### src/rtl/mtsq_pkg.sv
// ============================================================================
// mtsq_pkg
// Shared codes, types and helpers of the MIDI track step quantizer.
// ============================================================================
package mtsq_pkg;

    localparam int STEPS_MAX_DEF = 32;
    localparam int CH_COUNT      = 16;
    localparam int DRUM_TRACKS   = 4;

    localparam logic [23:0] TEMPO_DEFAULT = 24'd500000;
    localparam logic [14:0] TPQ_RST       = 15'd480;
    localparam logic [1:0]  BARS_RST      = 2'd2;
    localparam logic [3:0]  DRUM_CH_RST   = 4'd9;

    // register indexes
    localparam logic [1:0] REG_TPQ  = 2'd0;
    localparam logic [1:0] REG_BARS = 2'd1;
    localparam logic [1:0] REG_DRUM = 2'd2;

    // item functions
    localparam logic [1:0] F_TRACK = 2'd0;
    localparam logic [1:0] F_READ  = 2'd1;
    localparam logic [1:0] F_CLEAR = 2'd2;

    // parse phases
    localparam logic [3:0] PH_DELTA      = 4'd0;
    localparam logic [3:0] PH_STATUS     = 4'd1;
    localparam logic [3:0] PH_META_TYPE  = 4'd2;
    localparam logic [3:0] PH_META_LEN   = 4'd3;
    localparam logic [3:0] PH_TEMPO_DATA = 4'd4;
    localparam logic [3:0] PH_SYSEX_LEN  = 4'd5;
    localparam logic [3:0] PH_SKIP       = 4'd6;
    localparam logic [3:0] PH_DATA1      = 4'd7;
    localparam logic [3:0] PH_DATA2      = 4'd8;

    // result kinds
    localparam logic [2:0] K_NONE    = 3'd0;
    localparam logic [2:0] K_MELODIC = 3'd1;
    localparam logic [2:0] K_DRUM    = 3'd2;
    localparam logic [2:0] K_OUTSIDE = 3'd3;
    localparam logic [2:0] K_READ    = 3'd4;
    localparam logic [2:0] K_BADLEN  = 3'd5;
    localparam logic [2:0] K_NORUN   = 3'd6;

    localparam logic [7:0] B_META  = 8'hFF;
    localparam logic [7:0] B_SYSEX = 8'hF0;
    localparam logic [7:0] B_ESC   = 8'hF7;
    localparam logic [7:0] M_TEMPO = 8'h51;

    typedef struct packed {
        logic capture;
        logic exec;
        logic div_step;
        logic place;
        logic mel_wr;
        logic rd_take;
        logic push;
        logic clr_step;
    } t_cmd;

    typedef struct packed {
        logic go_div;
        logic is_read;
        logic is_clear;
        logic div_last;
        logic mel;
        logic clr_last;
        logic out_free;
    } t_stat;

    function automatic logic [1:0] drum_track(input logic [6:0] n);
        logic [1:0] t;
        t = 2'd3;
        if (n == 7'd35 || n == 7'd36) t = 2'd0;
        else if (n == 7'd37 || n == 7'd38 || n == 7'd40) t = 2'd1;
        else if (n == 7'd42 || n == 7'd44 || n == 7'd46) t = 2'd2;
        return t;
    endfunction

endpackage

### src/rtl/mtsq_ctrl.sv
// ============================================================================
// mtsq_ctrl
// Sequencer: steps each item through execute, divide and place (note-ons in the window)
// or read (cell reads), and output; also runs the grid clear sweep.
module mtsq_ctrl
    import mtsq_pkg::*;
(
    input  logic  i_clk,
    input  logic  i_rst_n,
    input  logic  i_accept,
    input  t_stat i_stat,
    output t_cmd  o_cmd,
    output logic  o_ready
);

    localparam logic [2:0] S_CLEAR = 3'd0;
    localparam logic [2:0] S_IDLE  = 3'd1;
    localparam logic [2:0] S_EXEC  = 3'd2;
    localparam logic [2:0] S_DIV   = 3'd3;
    localparam logic [2:0] S_PLACE = 3'd4;
    localparam logic [2:0] S_MWR   = 3'd5;
    localparam logic [2:0] S_RDATA = 3'd6;
    localparam logic [2:0] S_FIN   = 3'd7;

    logic [2:0] r_state, n_state;
    logic       r_clr_after, n_clr_after;

    always_comb begin
        o_cmd       = '0;
        o_ready     = 1'b0;
        n_state     = r_state;
        n_clr_after = r_clr_after;
        unique case (r_state)
            S_CLEAR: begin
                o_cmd.clr_step = 1'b1;
                if (i_stat.clr_last) n_state = S_IDLE;
            end
            S_IDLE: begin
                o_ready = 1'b1;
                if (i_accept) begin
                    o_cmd.capture = 1'b1;
                    n_state       = S_EXEC;
                end
            end
            S_EXEC: begin
                o_cmd.exec  = 1'b1;
                n_clr_after = i_stat.is_clear;
                priority if (i_stat.go_div) n_state = S_DIV;
                else if (i_stat.is_read)    n_state = S_RDATA;
                else                        n_state = S_FIN;
            end
            S_DIV: begin
                o_cmd.div_step = 1'b1;
                if (i_stat.div_last) n_state = S_PLACE;
            end
            S_PLACE: begin
                o_cmd.place = 1'b1;
                n_state     = i_stat.mel ? S_MWR : S_FIN;
            end
            S_MWR: begin
                o_cmd.mel_wr = 1'b1;
                n_state      = S_FIN;
            end
            S_RDATA: begin
                o_cmd.rd_take = 1'b1;
                n_state       = S_FIN;
            end
            S_FIN: begin
                if (i_stat.out_free) begin
                    o_cmd.push  = 1'b1;
                    n_state     = r_clr_after ? S_CLEAR : S_IDLE;
                    n_clr_after = 1'b0;
                end
            end
            default: n_state = S_IDLE;
        endcase
    end

    always_ff @(posedge i_clk) begin
        if (!i_rst_n) begin
            r_state     <= S_CLEAR;
            r_clr_after <= 1'b0;
        end else begin
            r_state     <= n_state;
            r_clr_after <= n_clr_after;
        end
    end

endmodule

### config.mk
export PLATFORM = sky130hd
export DESIGN_NAME = mtsq_ctrl
export DESIGN_NICKNAME = d
export VERILOG_FILES = /design/src/rtl/mtsq_pkg.sv /design/src/rtl/mtsq_ctrl.sv
export SDC_FILE = /design/constraint.sdc
export NUM_CORES = 1
export LEC_CHECK = 0
export CORE_AREA = 5 5 42 44
export DETAILED_ROUTE_END_ITERATION = 7
export DIE_AREA = 0 0 47 49
export DONT_BUFFER_PORTS = 1
export PLACE_DENSITY = 0.41
export REMOVE_ABC_BUFFERS = 1
export SYNTH_ARGS = -nofsm -noshare
export SYNTH_HDL_FRONTEND = slang
export SYNTH_SLANG_ARGS = --single-unit
### constraint.sdc
create_clock -name i_clk -period 0.9 [get_ports i_clk]
set_clock_uncertainty 0.05 [all_clocks]
set_input_delay 0 -clock i_clk [delete_from_list [all_inputs] [get_ports i_clk]]
set_output_delay 0 -clock i_clk [all_outputs]
set_load 0.05 [all_outputs]
==> impl_metrics.tcl <==
set metrics [dict create \
    outcome "finished, violations left" \
    violations "setup timing" \
    postPlaceCellArea_um2 511.7 \
    filler_cell_count 132 \
    irDropWorstVdd_uv 1198 \
    layout-drive-gt1-share_pct 58.57 \
    die_width_um 47 \
    fin_ws_ns -0.3067 \
    cts_buffer_depth 2 \
    vias 434 \
    avgSynthCellArea_um2 7.861 \
    area_delta_synth_final_pct 107.3 \
    min_path_type "in -> reg" \
    hold_violations 0 \
    pre_cts_slack_ns -0.2824 \
    final_common_cell "buf_6" \
    worst-setup-path-type "reg -> out" \
    antenna_found_initial 0 \
    ys_types 24 \
    core-area_mm2 0.001401 \
    drc 0 \
    drtPass1Iterations 4 \
    crit_path_end_kind "output pin" \
    yosys_register_bits 4 \
    io_pins 19 \
    synth_cells 46 \
    grt-ovfl-total 0 \
    p_per_area_mw_per_mm2 1614 \
    synth-edff-count 0 \
    drv_cap 0 \
    p_leak_nw 0.3126 \
    cts_tree "yes" \
    cts_max_level 1 \
    port_buffers 0 \
    vias_per_cell 5.047 \
    ys_async_sr_fraction_pct 0 \
    max_freq_ghz 0.8287 \
    place_congestion 0.6773 \
    worstSkewPairLatency_ns 0.24 \
    crit_fanout 6 \
    die_area_mm2 0.002303 \
    post-dp-hpwl_um 755.3 \
    crit_chain "buf_6, and3b_2, buf_12" \
    setup_violations 13 \
    antenna_left 0 \
    row_count 14 \
    grt_usage_pct 13.23 \
    drtIter0Drc 4 \
    cts_made_buffers 3 \
    critical_path_arrival_ns 1.16 \
    ys_seq_area_share_pct 22.15 \
    cts_root_buf "clkbuf_4" \
    relSlewSlack_pct 85.22 \
    wirelength_um 1248 \
    syn-cell-area_um2 361.6 \
    start_util_pct 25.80 \
    cp_slowest_cell "dfxtp_4" \
    rsz0062_at_grt "true" \
    final_cell_mix "buf_6, dlygate4sd3_1" \
    fp.dieH_um 49 \
    crit_path_start_kind "flop" \
    clock_sinks 4 \
    clk_pin_slew_ns 0.04 \
    antennaDiodeCount 0 \
    whs_path_depth 3 \
    synth_flop_cell "dfxtp_1" \
    drv_slew 0 \
    fin_crit_ns 1.207 \
    worstPathRequired_ns 0.85 \
    worstMarginPinSlew_ns 0.2194 \
    wire_per_inst_um 14.51 \
    ys_warn_count 0 \
    grt_pass1_vias 479 \
    grt_pass1_wl_um 2187 \
    tns_ns -3.224 \
    reg2regPathDepth 4 \
    grt_max_degree 9 \
    final_nets 82 \
    max_stage_delay_ns 0.40 \
    stdcell_area_um2 749.5 \
    post-route-period-util_pct 134.1 \
    fin_cells 86 \
    total_power_mw 1.209 \
    numPlacedInstances 74 \
]
==> registers in the layout (all words and copies together) (netlist names) <==
name         cells
r_clr_after      1
r_state          3
==> synth_stat cells, types with 2 or more instances <==
| cell type | number | area, µm² |
|---|---|---|
| nor2_1 | 3 | 11.26 |
| buf_4 | 2 | 15.01 |
| nand2b_1 | 4 | 25.02 |
| nand2_1 | 3 | 11.26 |
| nor3_1 | 2 | 10.01 |
| dfxtp_1 | 4 | 80.08 |
| and3b_1 | 2 | 17.52 |
| nand3_1 | 4 | 20.02 |
| a21oi_1 | 2 | 10.01 |
| inv_1 | 3 | 11.26 |
| buf_6 | 4 | 45.04 |
==> worst max-delay path, delay by kind of cell, from the launching register on <==
kind | cells | cell delay, ns
and+or+nand+nor | 1 | 0.23
buffers and inverters | 2 | 0.30
DFF | 1 | 0.40
==> report_power, final <==
group          internal, mW  switching [mW]
clock network         0.149          0.0769
logic                 0.342           0.379
registers             0.209          0.0539
total                 0.700           0.510
==> what timing repair did <==
item	4_1_cts	5_1_grt
pin swaps	4	4
resized for setup	33	6
buffers inserted	2	1
gates cloned	0	0
setup endpoints to repair	13	13
hold endpoints to repair	4	0
hold buffers	6	0
==> kinds of logic after synthesis <==
| group | after synthesis | share of synthesized area, % |
|---|---|---|
| buf+inv | 9 | 19.72 |
| compound gates | 9 | 17.65 |
| simple gates | 24 | 40.49 |
| flops | 4 | 22.15 |
==> routing by layer <==
| layer | vias up | GRT usage (%) | part of all wire (%) |
|---|---|---|---|
| met5 | - | 0 | 0 |
| met3 | 4 | 6.273 | 9.0 |
| met2 | 23 | 19.23 | 50 |
| met1 | 195 | 15.79 | 40 |
| li1 | 212 | - | - |
| met4 | 0 | 6.452 | 1.6 |
==> per-stage QoR <==
stage	util, %	hold slack [ns]
2_1_floorplan	-	0.07294
3_3_place_gp	36.52	0.07689
3_5_place_dp	36.52	0.08169
4_1_cts	51.07	0.003212
5_1_grt	53.48	0.03805
6_report	53.48	0.01410
==> final timing paths <==
path                from  slack, ns           to
max           r_state[0]      -0.31     o_cmd[2]
min            i_stat[5]       0.01   r_state[0]
max reg2reg   r_state[0]      -0.26   r_state[1]
min reg2reg  r_clr_after       0.45  r_clr_after
==> area by class of cell <==
type                            instances  area (µm²)  share of cell area (%)
Sequential cell                         4       91.34                   12.19
Clock buffer                            3       22.52                   3.005
Inverter                                3       11.26                   1.503
Multi-Input combinational cell         33       290.3                   38.73
Tap cell                               16       20.02                   2.671
Timing Repair Buffer                   27       314.1                   41.90
Note: power is estimated with default switching activity, not from simulation.
